### config.mk
export PLATFORM = sky130hd
export DESIGN_NAME = touch_report_scanner_unit
export DESIGN_NICKNAME = d
export VERILOG_FILES = /design/src/trs_pkg.sv /design/src/trs_front.sv /design/src/trs_queue.sv /design/src/trs_back.sv /design/src/touch_report_scanner_unit.sv
export SDC_FILE = /design/constraint.sdc
export NUM_CORES = 2
export LEC_CHECK = 0
export ABC_AREA = 1
export BUFFER_PORTS_ARGS = -buffer_cell sky130_fd_sc_hd__buf_2
export CORE_ASPECT_RATIO = 0.9
export CORE_MARGIN = 5
export CORE_UTILIZATION = 62
export CTS_CLUSTER_SIZE = 40
export DETAILED_ROUTE_END_ITERATION = 6
export PLACE_DENSITY = 0.81
export SETUP_SLACK_MARGIN = 0.4
export SYNTH_ARGS = -nofsm -noshare
export SYNTH_HDL_FRONTEND = slang
export SYNTH_SLANG_ARGS = --single-unit
### constraint.sdc
create_clock -name clk -period 29.8 [get_ports clk]
set_clock_uncertainty 0.05 [all_clocks]
set_input_delay 4.47 -clock clk [delete_from_list [all_inputs] [get_ports clk]]
set_output_delay 4.47 -clock clk [all_outputs]
set_load 0.03 [all_outputs]
### src/trs_pkg.sv
`timescale 1ns / 1ps
package trs_pkg;

  localparam int NUM_SLOTS       = 5;
  localparam int POLL_DIVIDE_DEF = 10;
  localparam int POLL_LIMIT      = 240;
  localparam int QDEPTH          = 2;
  localparam int SLOT_W          = $clog2(NUM_SLOTS);
  localparam int CFG_IDX_W       = 2;

  localparam logic [15:0] ORIGIN_A    = 16'd320;
  localparam logic [15:0] ORIGIN_B    = 16'd480;
  localparam logic [15:0] PANEL_W_RST = 16'd320;
  localparam logic [15:0] PANEL_H_RST = 16'd480;
  localparam logic [15:0] POS_NONE    = 16'hFFFF;

  localparam logic [7:0] FLAG_PRESSED  = 8'h80;
  localparam logic [7:0] FLAG_CAPTURED = 8'h40;
  localparam logic [7:0] MODE_RELEASE  = 8'h80;
  localparam logic [7:0] MODE_REL_MASK = 8'h8F;
  localparam logic [7:0] KEEP_PRESS    = 8'h7F;
  localparam logic [7:0] KEEP_HIGH     = 8'hE0;
  localparam logic [3:0] CNT_LIMIT     = 4'd6;

  typedef enum logic [CFG_IDX_W-1:0] {
    REG_SCAN_DIR     = 2'd0,
    REG_PANEL_WIDTH  = 2'd1,
    REG_PANEL_HEIGHT = 2'd2
  } cfg_reg_t;

  typedef enum logic [1:0] {
    DIR_U2D_L2R = 2'd0,
    DIR_R2L_U2D = 2'd1,
    DIR_L2R_D2U = 2'd2,
    DIR_OTHER   = 2'd3
  } scan_dir_t;

  typedef logic [NUM_SLOTS-1:0][15:0] coord_arr_t;

  typedef struct packed {
    coord_arr_t  x;
    coord_arr_t  y;
    logic [7:0]  flags;
    logic        new_data;
    logic        clear_request;
  } scan_rec_t;

  typedef struct packed {
    logic full;
    logic empty;
  } q_stat_t;

endpackage

### src/trs_front.sv
`timescale 1ns / 1ps
module trs_front #(
  parameter int POLL_DIVIDE = trs_pkg::POLL_DIVIDE_DEF
) (
  input  logic                          clk,
  input  logic                          rst_n,
  input  logic                          cfg_valid,
  input  logic [trs_pkg::CFG_IDX_W-1:0] cfg_index,
  input  logic [15:0]                   cfg_data,
  input  logic                          accept,
  input  logic [7:0]                    status_byte,
  input  logic [7:0]                    mode_in,
  input  trs_pkg::coord_arr_t           raw_a,
  input  trs_pkg::coord_arr_t           raw_b,
  output trs_pkg::scan_rec_t            rec
);
  import trs_pkg::*;

  localparam int MOD_W = $clog2(POLL_DIVIDE);

  logic [1:0]       dir_r;
  logic [15:0]      panel_w_r, panel_h_r;
  logic [7:0]       poll_r, poll_nxt;
  logic [MOD_W-1:0] mod_r, mod_nxt;
  logic [7:0]       flags_r, flags_nxt;
  coord_arr_t       x_r, y_r, x_nxt, y_nxt;
  coord_arr_t       map_x, map_y;

  logic [7:0]       pc_inc;
  logic [MOD_W-1:0] mod_inc;
  logic             sample;
  logic [7:0]       mode;
  logic [3:0]       cnt;
  logic             newd, clr;

  always_comb begin
    for (int i = 0; i < NUM_SLOTS; i++) begin
      unique case (scan_dir_t'(dir_r))
        DIR_U2D_L2R: begin
          map_y[i] = ORIGIN_A - raw_a[i];
          map_x[i] = raw_b[i];
        end
        DIR_R2L_U2D: begin
          map_x[i] = raw_a[i];
          map_y[i] = raw_b[i];
        end
        DIR_L2R_D2U: begin
          map_x[i] = ORIGIN_A - raw_a[i];
          map_y[i] = ORIGIN_B - raw_b[i];
        end
        DIR_OTHER: begin
          map_y[i] = raw_a[i];
          map_x[i] = ORIGIN_B - raw_b[i];
        end
      endcase
    end
  end

  // mod_r tracks poll_r modulo the divider
  always_comb begin
    pc_inc  = poll_r + 8'd1;
    mod_inc = (mod_r == MOD_W'(POLL_DIVIDE - 1)) ? '0 : mod_r + MOD_W'(1);
    sample  = (mod_inc == '0) || (pc_inc < 8'(POLL_DIVIDE));
    mode      = mode_in;
    cnt       = status_byte[3:0];
    newd      = 1'b0;
    clr       = 1'b0;
    flags_nxt = flags_r;
    x_nxt     = x_r;
    y_nxt     = y_r;
    poll_nxt  = pc_inc;
    mod_nxt   = mod_inc;
    if (sample) begin
      mode = status_byte;
      if (mode[7] && cnt < CNT_LIMIT) clr = 1'b1;
      if (cnt != 4'd0 && cnt < CNT_LIMIT) begin
        flags_nxt = ~(8'hFF << cnt) | FLAG_PRESSED | FLAG_CAPTURED;
        x_nxt[NUM_SLOTS-1] = x_r[0];
        y_nxt[NUM_SLOTS-1] = y_r[0];
        for (int i = 0; i < NUM_SLOTS; i++) begin
          if (flags_nxt[i]) begin
            x_nxt[i] = map_x[i];
            y_nxt[i] = map_y[i];
          end
        end
        newd = 1'b1;
        if (x_nxt[0] > panel_w_r || y_nxt[0] > panel_h_r) begin
          if (cnt > 4'd1) begin
            x_nxt[0] = x_nxt[1];
            y_nxt[0] = y_nxt[1];
            poll_nxt = '0;
            mod_nxt  = '0;
          end else begin
            x_nxt[0]  = x_nxt[NUM_SLOTS-1];
            y_nxt[0]  = y_nxt[NUM_SLOTS-1];
            mode      = MODE_RELEASE;
            flags_nxt = flags_r;
          end
        end else begin
          poll_nxt = '0;
          mod_nxt  = '0;
        end
      end
    end
    if ((mode & MODE_REL_MASK) == MODE_RELEASE) begin
      if ((flags_nxt & FLAG_PRESSED) != 8'd0) begin
        flags_nxt = flags_nxt & KEEP_PRESS;
      end else begin
        x_nxt[0]  = POS_NONE;
        y_nxt[0]  = POS_NONE;
        flags_nxt = flags_nxt & KEEP_HIGH;
      end
    end
    if (poll_nxt > 8'(POLL_LIMIT)) begin
      poll_nxt = 8'(POLL_DIVIDE);
      mod_nxt  = '0;
    end
  end

  always_ff @(posedge clk) begin
    if (!rst_n) begin
      dir_r     <= DIR_U2D_L2R;
      panel_w_r <= PANEL_W_RST;
      panel_h_r <= PANEL_H_RST;
    end else if (cfg_valid) begin
      case (cfg_index)
        REG_SCAN_DIR:     dir_r     <= cfg_data[1:0];
        REG_PANEL_WIDTH:  panel_w_r <= cfg_data;
        REG_PANEL_HEIGHT: panel_h_r <= cfg_data;
        default: ;
      endcase
    end
  end

  always_ff @(posedge clk) begin
    if (!rst_n) begin
      poll_r  <= '0;
      mod_r   <= '0;
      flags_r <= '0;
      x_r     <= '0;
      y_r     <= '0;
    end else if (accept) begin
      poll_r  <= poll_nxt;
      mod_r   <= mod_nxt;
      flags_r <= flags_nxt;
      x_r     <= x_nxt;
      y_r     <= y_nxt;
    end
  end

  assign rec.x             = x_nxt;
  assign rec.y             = y_nxt;
  assign rec.flags         = flags_nxt;
  assign rec.new_data      = newd;
  assign rec.clear_request = clr;

endmodule

### src/trs_queue.sv
`timescale 1ns / 1ps
module trs_queue (
  input  logic               clk,
  input  logic               rst_n,
  input  logic               wr_en,
  input  trs_pkg::scan_rec_t wr_rec,
  input  logic               rd_en,
  output trs_pkg::scan_rec_t rd_rec,
  output trs_pkg::q_stat_t   stat
);
  import trs_pkg::*;

  localparam int PTR_W = (QDEPTH > 1) ? $clog2(QDEPTH) : 1;
  localparam int CNT_W = $clog2(QDEPTH + 1);

  scan_rec_t        mem_r [QDEPTH];
  logic [PTR_W-1:0] wr_ptr_r, rd_ptr_r;
  logic [CNT_W-1:0] count_r, count_nxt;

  function automatic logic [PTR_W-1:0] ptr_inc(input logic [PTR_W-1:0] p);
    return (p == PTR_W'(QDEPTH - 1)) ? '0 : p + PTR_W'(1);
  endfunction

  assign stat.full  = (count_r == CNT_W'(QDEPTH));
  assign stat.empty = (count_r == '0);
  assign rd_rec     = mem_r[rd_ptr_r];

  always_comb begin
    count_nxt = count_r;
    if (wr_en && !rd_en) count_nxt = count_r + CNT_W'(1);
    else if (!wr_en && rd_en) count_nxt = count_r - CNT_W'(1);
  end

  always_ff @(posedge clk) begin
    if (!rst_n) begin
      wr_ptr_r <= '0;
      rd_ptr_r <= '0;
      count_r  <= '0;
    end else begin
      if (wr_en) wr_ptr_r <= ptr_inc(wr_ptr_r);
      if (rd_en) rd_ptr_r <= ptr_inc(rd_ptr_r);
      count_r <= count_nxt;
    end
  end

  always_ff @(posedge clk) begin
    if (wr_en) mem_r[wr_ptr_r] <= wr_rec;
  end

endmodule

### src/trs_back.sv
`timescale 1ns / 1ps
module trs_back (
  input  logic                       clk,
  input  logic                       rst_n,
  input  trs_pkg::scan_rec_t         q_rec,
  input  trs_pkg::q_stat_t           q_stat,
  output logic                       q_pop,
  input  logic                       pop,
  output logic                       empty,
  output logic [trs_pkg::SLOT_W-1:0] out_slot,
  output logic [15:0]                out_pos_x,
  output logic [15:0]                out_pos_y,
  output logic [7:0]                 out_touch_flags,
  output logic                       out_new_data,
  output logic                       out_clear_request,
  output logic                       out_last
);
  import trs_pkg::*;

  scan_rec_t         rec_r;
  logic              busy_r, busy_nxt;
  logic [SLOT_W-1:0] slot_r, slot_nxt;
  logic              is_last, take;

  assign is_last = (slot_r == SLOT_W'(NUM_SLOTS - 1));
  assign take    = !busy_r || (pop && is_last);
  assign q_pop   = take && !q_stat.empty;

  always_comb begin
    busy_nxt = busy_r;
    slot_nxt = slot_r;
    if (take) begin
      busy_nxt = !q_stat.empty;
      slot_nxt = '0;
    end else if (pop) begin
      slot_nxt = slot_r + SLOT_W'(1);
    end
  end

  always_ff @(posedge clk) begin
    if (!rst_n) begin
      busy_r <= 1'b0;
      slot_r <= '0;
    end else begin
      busy_r <= busy_nxt;
      slot_r <= slot_nxt;
    end
  end

  always_ff @(posedge clk) begin
    if (q_pop) rec_r <= q_rec;
  end

  assign empty             = !busy_r;
  assign out_slot          = slot_r;
  assign out_pos_x         = rec_r.x[slot_r];
  assign out_pos_y         = rec_r.y[slot_r];
  assign out_touch_flags   = rec_r.flags;
  assign out_new_data      = rec_r.new_data;
  assign out_clear_request = rec_r.clear_request;
  assign out_last          = is_last;

endmodule

### src/touch_report_scanner_unit.sv
`timescale 1ns / 1ps
// With the back end idle, slot 0 of a scan reaches the result ports once the scan is written into
// the queue and then moved from the queue into the result register.
// Throughput: one slot result per cycle through the result register while pop is asserted.
// Front computes a whole scan combinationally; a two-entry queue decouples it from the back.
// Reset: synchronous active-low rst_n; poll, flags and slot coordinates clear, config
// registers return to scan_dir 0, width 320, height 480, and the queue empties.
module touch_report_scanner_unit #(
  parameter int POLL_DIVIDE = trs_pkg::POLL_DIVIDE_DEF
) (
  input  logic                          clk,
  input  logic                          rst_n,
  input  logic                          cfg_valid,
  output logic                          cfg_ready,
  input  logic [trs_pkg::CFG_IDX_W-1:0] cfg_index,
  input  logic [15:0]                   cfg_data,
  input  logic                          push,
  output logic                          full,
  input  logic [7:0]                    in_status_byte,
  input  logic [7:0]                    in_mode_in,
  input  logic [15:0]                   in_raw_a_p0,
  input  logic [15:0]                   in_raw_b_p0,
  input  logic [15:0]                   in_raw_a_p1,
  input  logic [15:0]                   in_raw_b_p1,
  input  logic [15:0]                   in_raw_a_p2,
  input  logic [15:0]                   in_raw_b_p2,
  input  logic [15:0]                   in_raw_a_p3,
  input  logic [15:0]                   in_raw_b_p3,
  input  logic [15:0]                   in_raw_a_p4,
  input  logic [15:0]                   in_raw_b_p4,
  output logic                          empty,
  input  logic                          pop,
  output logic [trs_pkg::SLOT_W-1:0]    out_slot,
  output logic [15:0]                   out_pos_x,
  output logic [15:0]                   out_pos_y,
  output logic [7:0]                    out_touch_flags,
  output logic                          out_new_data,
  output logic                          out_clear_request,
  output logic                          out_last
);
  import trs_pkg::*;

  coord_arr_t raw_a, raw_b;
  scan_rec_t  front_rec, q_rec;
  q_stat_t    q_stat;
  logic       accept, q_pop;

  assign raw_a = {in_raw_a_p4, in_raw_a_p3, in_raw_a_p2, in_raw_a_p1, in_raw_a_p0};
  assign raw_b = {in_raw_b_p4, in_raw_b_p3, in_raw_b_p2, in_raw_b_p1, in_raw_b_p0};

  assign cfg_ready = 1'b1;
  assign full      = q_stat.full;
  assign accept    = push && !q_stat.full;

  trs_front #(.POLL_DIVIDE(POLL_DIVIDE)) u_front (
    .clk         (clk),
    .rst_n       (rst_n),
    .cfg_valid   (cfg_valid),
    .cfg_index   (cfg_index),
    .cfg_data    (cfg_data),
    .accept      (accept),
    .status_byte (in_status_byte),
    .mode_in     (in_mode_in),
    .raw_a       (raw_a),
    .raw_b       (raw_b),
    .rec         (front_rec)
  );

  trs_queue u_queue (
    .clk    (clk),
    .rst_n  (rst_n),
    .wr_en  (accept),
    .wr_rec (front_rec),
    .rd_en  (q_pop),
    .rd_rec (q_rec),
    .stat   (q_stat)
  );

  trs_back u_back (
    .clk               (clk),
    .rst_n             (rst_n),
    .q_rec             (q_rec),
    .q_stat            (q_stat),
    .q_pop             (q_pop),
    .pop               (pop),
    .empty             (empty),
    .out_slot          (out_slot),
    .out_pos_x         (out_pos_x),
    .out_pos_y         (out_pos_y),
    .out_touch_flags   (out_touch_flags),
    .out_new_data      (out_new_data),
    .out_clear_request (out_clear_request),
    .out_last          (out_last)
  );

endmodule

# == After elaboration in Yosys (flattened, before gate mapping) ==
# Memory sizes are Yosys's and may differ from the RTL's. A register that Yosys moved wholly into a read port is not among the register bits.
# Index checks and enable logic that the tools add are counted.
# op_classes
addsub,17
n_lt_le_gt_ge,7
n_eq_ne,9
n_shift,1
muxes,71
n_bitwise,2
n_reduce_logical,25
# ops
op,count
case mux 16 bit (4 select lines),10
two-way mux 16 bit,24
two-way mux 80 bit,4
subtractor 9 x 16 -> 16 bit (first input constant),10
two-way mux 8 bit,14
binary-select mux 16 bit (select 3 bit),2
greater-than comparator 16 bit,2
two-way mux 4 bit,6
adder 8 x 1 -> 8 bit (second input constant),1
== test 2 bit (second input constant),4
greater-than comparator 8 bit (second input constant),1
< comparator 8 x 4 -> 1 bit (second input constant),1
two-way mux 1 bit,8
left shift 8 x 4 -> 6 bit (first input constant),1
logical AND 1 bit,7
zero test 2 bit,3
inverter 6 bit,1
AND reduction 2 bit,3
== test 5 bit (second input constant),1
zero test 1 bit,5
two-way mux 5 bit,1
adder 4 x 1 -> 4 bit (second input constant),1
== test 2 x 1 -> 1 bit (second input constant),2
== test 4 bit (second input constant),1
15 further kinds,19
# word_totals
reg_bits,222
mem_bits_rw,340
out_inout_bits,49
mem_count,1
# memory_table
name,depth,word_bits,read_ports,rd_clocked_by_memory_dff,wr,line_no,text
u_queue.mem_r,2,170,1,1,1,trs_queue.sv:16,scan_rec_t mem_r [QDEPTH];

# == Logic depth before layout (Yosys ltp) ==
# depth
depth_word,12
ltp_mapped,30
ltp_nobuf,29

# == Modules after synthesis ==
# Synthesis repeated with hierarchy kept, for this count alone.
# hier_totals
cells_unflattened,4619
hier_area_um2,39482.9
# modules_own_cells
mod,instances,cells_each,area_each_um2,seq_area_each_um2
trs_front,1,3531,19800.2,4284.1
trs_queue,1,564,12897.4,10309.9
trs_back,1,520,6764.0,5185.0
touch_report_scanner_unit,1,4,21.3,0.0

# == Worst setup path before layout ==
# No wires, ideal clock.
# synth_path
path_type,input to register
start,input pop
end,register u_queue.count_r[1]
arrival_ps,14455
required_time_ps,29628
setup_slack_ps,15173
stages,10
n_path_buf,0
cell_sequence,nand2_1 nand2_1 inv_1 a21oi_1 inv_1 ha_1 a21oi_1 o21ai_0 o21ai_0 a21oi_1
# synth_via
elab_chain_cells,6
elab_cells_between_ends,8
cone_classes,1 x mux; 7 x reduce/logical
# synth_rtl
item,line_no,text
from (decl),touch_report_scanner_unit.sv:32,"input logic pop,"
logical AND 1 bit *,trs_back.sv:26,assign take = !busy_r || (pop && is_last);
logical OR 1 bit *,trs_back.sv:26,
logical AND 1 bit *,trs_back.sv:27,assign q_pop = take && !q_stat.empty;
net q_pop,touch_report_scanner_unit.sv:46,"logic accept, q_pop;"
zero test 1 bit,trs_queue.sv:30,if (wr_en && !rd_en) count_nxt = count_r + CNT_W'(1);
logical AND 1 bit,trs_queue.sv:30,
two-way mux 2 bit / nonzero test 2 bit (equally long branches),-,
to (signal assigned),trs_queue.sv:42,count_r <= count_nxt;
to (decl),trs_queue.sv:18,"logic [CNT_W-1:0] count_r, count_nxt;"
# The timed path passes the listed nets; every way through them passes the cells marked *.
# A chain may end at the register's enable or synchronous reset.

==> results.json <==
{
  "period_needed_ns": 9.08,
  "cts_tree": "yes",
  "grt_pass1_vias": 32400,
  "syn_inst": 4987,
  "synth_area_leaders": "edfxtp_1 (39%), nand2_1 (15%), dfxtp_1 (11%), inv_1 (5.4%), o21ai_0 (5.2%)",
  "slew_violations": 0,
  "antenna_found_initial": 15,
  "cts.reportedPaths.clkPinSlew_ns": 0.06,
  "post-route-util_pct": 69.1,
  "start_util_pct": 62.5,
  "fillCellCount": 4908,
  "grt.total_usage_pct": 36.4,
  "timing.rr.start": "u_front.dir_r[1]$_SDFFE_PN0P_",
  "synth_flop_cell": "edfxtp_1",
  "nNetsFinal": 5318,
  "critPathRequiredTime_ns": 30.08,
  "gr-total-overflow": 0,
  "htree_levels": 3,
  "power.leakage_nw": 19.4,
  "grt_first_pass_wirelength_um": 190000,
  "clk_path_buf_depth": 3,
  "critPathCaptureType": "flop",
  "yosysMostFrequentCell": "nand2_1",
  "die_y_um": 248,
  "rows": 87,
  "finalCritPeriodShare_pct": 30.5,
  "r2r_end": "u_front.y_r[15]$_SDFFE_PN0P_",
  "irDropWorstVdd_uv": 125,
  "clock_sinks": 732,
  "io_pins": 248,
  "crit_arrival_ns": 9.35,
  "ys_warn_count": 0,
  "grt_max_degree": 174,
  "slew_headroom_pct": 5.22,
  "synth.top_cell.area_share_pct": 39.1,
  "vias_per_cell": 6.11,
  "seqCellArea_mm2": 0.0198,
  "holdPathStages": 2,
  "setup_tns_ns": 0,
  "tightestPinTransition_ns": 1.41,
  "min_to": "u_front.panel_h_r[1]$_SDFFE_PN0P_",
  "root_buffer": "clkbuf_16",
  "cts_resized": 0,
  "ant_nets": 0,
  "hold_path_class": "flop to flop",
  "synth_cell_type_count": 49,
  "portBuffers": 240,
  "start_kind": "primary input",
  "status": "finished with violations",
  "yosys-top-cells-count": "nand2_1 (1567), inv_1 (562), edfxtp_1 (510), o21ai_0 (403), nand3_1 (350)",
  "dieArea_mm2": 0.0682,
  "multi_input_area_mm2": 0.0161,
  "reg2reg_slack_ns": 23.42,
  "clk_latency_ns": 0.64,
  "cts_setup_buffers": 0,
  "die_w_um": 275,
  "synthArstFlopShare_pct": 0,
  "ys_ff_latch": 732,
  "cts_buffers": 75,
  "yosysSeqAreaShare_pct": 50.5,
  "place_congestion": 1.03,
  "totalWireLength_um": 128000,
  "areaGrowthSynthToFinish_pct": 10.5,
  "post-route-drc-count": 2,
  "max_freq_mhz": 110,
  "syn_area_per_cell_um2": 7.85,
  "rr_worst_depth": 30,
  "cts_hold_buf": 0,
  "finalPower_mw": 3.61,
  "drt_pass1_iterations": 7,
  "crit_path_max_fanout": 43,
  "power.density_mw_per_mm2": 83.5,
  "synth_area_mm2": 0.0391,
  "wl_per_cell_um": 21.3,
  "yosysTopAreaCell": "edfxtp_1",
  "drive_above_1_share_pct": 9.29,
  "rsz0062_at_grt": "false",
  "synth_edf_count": 510,
  "syn_nets": 5234,
  "hold_viol": 0,
  "drtIter0Drc": 6045,
  "worst-setup-path-type": "primary input to flop",
  "cap_violations": 0,
  "violations": "DRC",
  "hpwlAfterDp_um": 87300,
  "hold_path_startpoint": "u_front.panel_h_r[1]$_SDFFE_PN0P_",
  "vias": 36600,
  "core_mm2": 0.0626,
  "setup_viol": 0
}
## routing by layer
| metal | track usage (%) | vias to the layer above | part of all wire [%] |
|---|---|---|---|
| met5 | 0 | - | 0.075 |
| met4 | 11.1 | 14 | 3.7 |
| met3 | 10.8 | 329 | 16 |
| met2 | 53.1 | 2648 | 42 |
| met1 | 53.0 | 16900 | 39 |
| li1 | - | 16700 | - |
## where the power goes
group	switching, mW	total (mW)	leakage (nW)	internal, mW
Sequential	0.110	1.57	6.70	1.46
Clock	0.410	0.989	1.28	0.579
Combinational	0.796	1.05	11.5	0.258
## layout by cell type (no fill, tap or decap), drive strengths merged, types with 24 or more instances in the layout
cell	instances
a21oi	283
a221o	32
a221oi	30
buf	282
clkbuf	98
clkinv	30
dfxtp	222
edfxtp	510
ha	48
inv	571
nand2	1573
nand3	354
nand4	60
nor2	341
nor3	24
o2111ai	24
o211ai	26
o21ai	465
o22ai	41
xor2	46
## state kept, by name (all words and copies together) (netlist names), 2 cells and up
name / cells
u_front.y_r: 80
u_front.panel_h_r: 16
u_front.panel_w_r: 16
u_queue.count_r: 2
u_front.mod_r: 4
u_front.poll_r: 8
u_front.x_r: 80
u_back.out_touch_flags: 8
u_back.out_slot: 3
u_front.dir_r: 2
u_queue.mem_r: 340
u_back.rec_r: 160
u_front.flags_r: 8
## stage by stage
stage	cell area, um^2	cells	setup slack [ns]	hold WS (ns)
5_1_grt	43200	5980	20.37	0.429
3_3_place_gp	40600	5839	20.42	0.394
3_5_place_dp	40600	5839	20.37	0.406
4_1_cts	43200	5978	21.01	0.414
2_1_floorplan	39100	4987	15.17	0.385
6_report	43200	5985	20.72	0.414
## layout make-up
type	count	area share (%)
clock buffer	98	4.82
inverter	571	4.98
sequential	732	45.7
clock inverter	41	1.24
multi-input combinational	3409	37.2
timing repair buffer	282	3.54
antenna	7	0.0405
tap	845	2.44
## cell families after synthesis
logic type	synth area share (%)
AO/OA/AOI/OAI	13.4
XOR/XNOR	1.23
adder cells (fa/ha/maj)	1.54
buffers and inverters	8.49
flip-flops	50.5
multiplexers	0.0256
other	0.00958
AND/OR/NAND/NOR	24.8
## how the worst max path moves through the flow
stage	from	endpoint	slack [ns]	cells after the start
after global routing	in_status_byte[3]	u_front.y_r[15]$_SDFFE_PN0P_	20.37	30
after global placement	in_status_byte[3]	u_queue.mem_r[0][25]$_DFFE_PP_	20.42	26
final	in_status_byte[3]	u_queue.mem_r[1][94]$_DFFE_PP_	20.72	27
after CTS	in_status_byte[3]	u_front.y_r[15]$_SDFFE_PN0P_	21.01	26
after floorplan	pop	u_queue.count_r[1]$_SDFFE_PN0P_	15.17	10
after detailed placement	in_status_byte[3]	u_queue.mem_r[0][103]$_DFFE_PP_	20.37	26
## critical path, stage by stage
cell and delay (ns):
buf_2 0.10, nor2_1 0.34, inv_1 0.13, nor2_1 0.13
buf_4 0.31, inv_1 0.07, buf_4 0.27, o221ai_1 0.13
a21oi_1 0.07, nand2_1 0.18, o21ai_0 0.15, ha_1 0.32
a21oi_1 0.23, nand2_1 0.09, nand2_1 0.06, nand2_1 0.05
nand2_1 0.05, nand2_1 0.04, nand2_1 0.07, nand2_1 0.31
nand2_1 0.42, inv_1 0.16, buf_4 0.26, nand2_1 0.10
a21oi_1 0.08, nor2_1 0.49, nand2_1 0.20
Note: power is estimated with default switching activity, not from simulation.
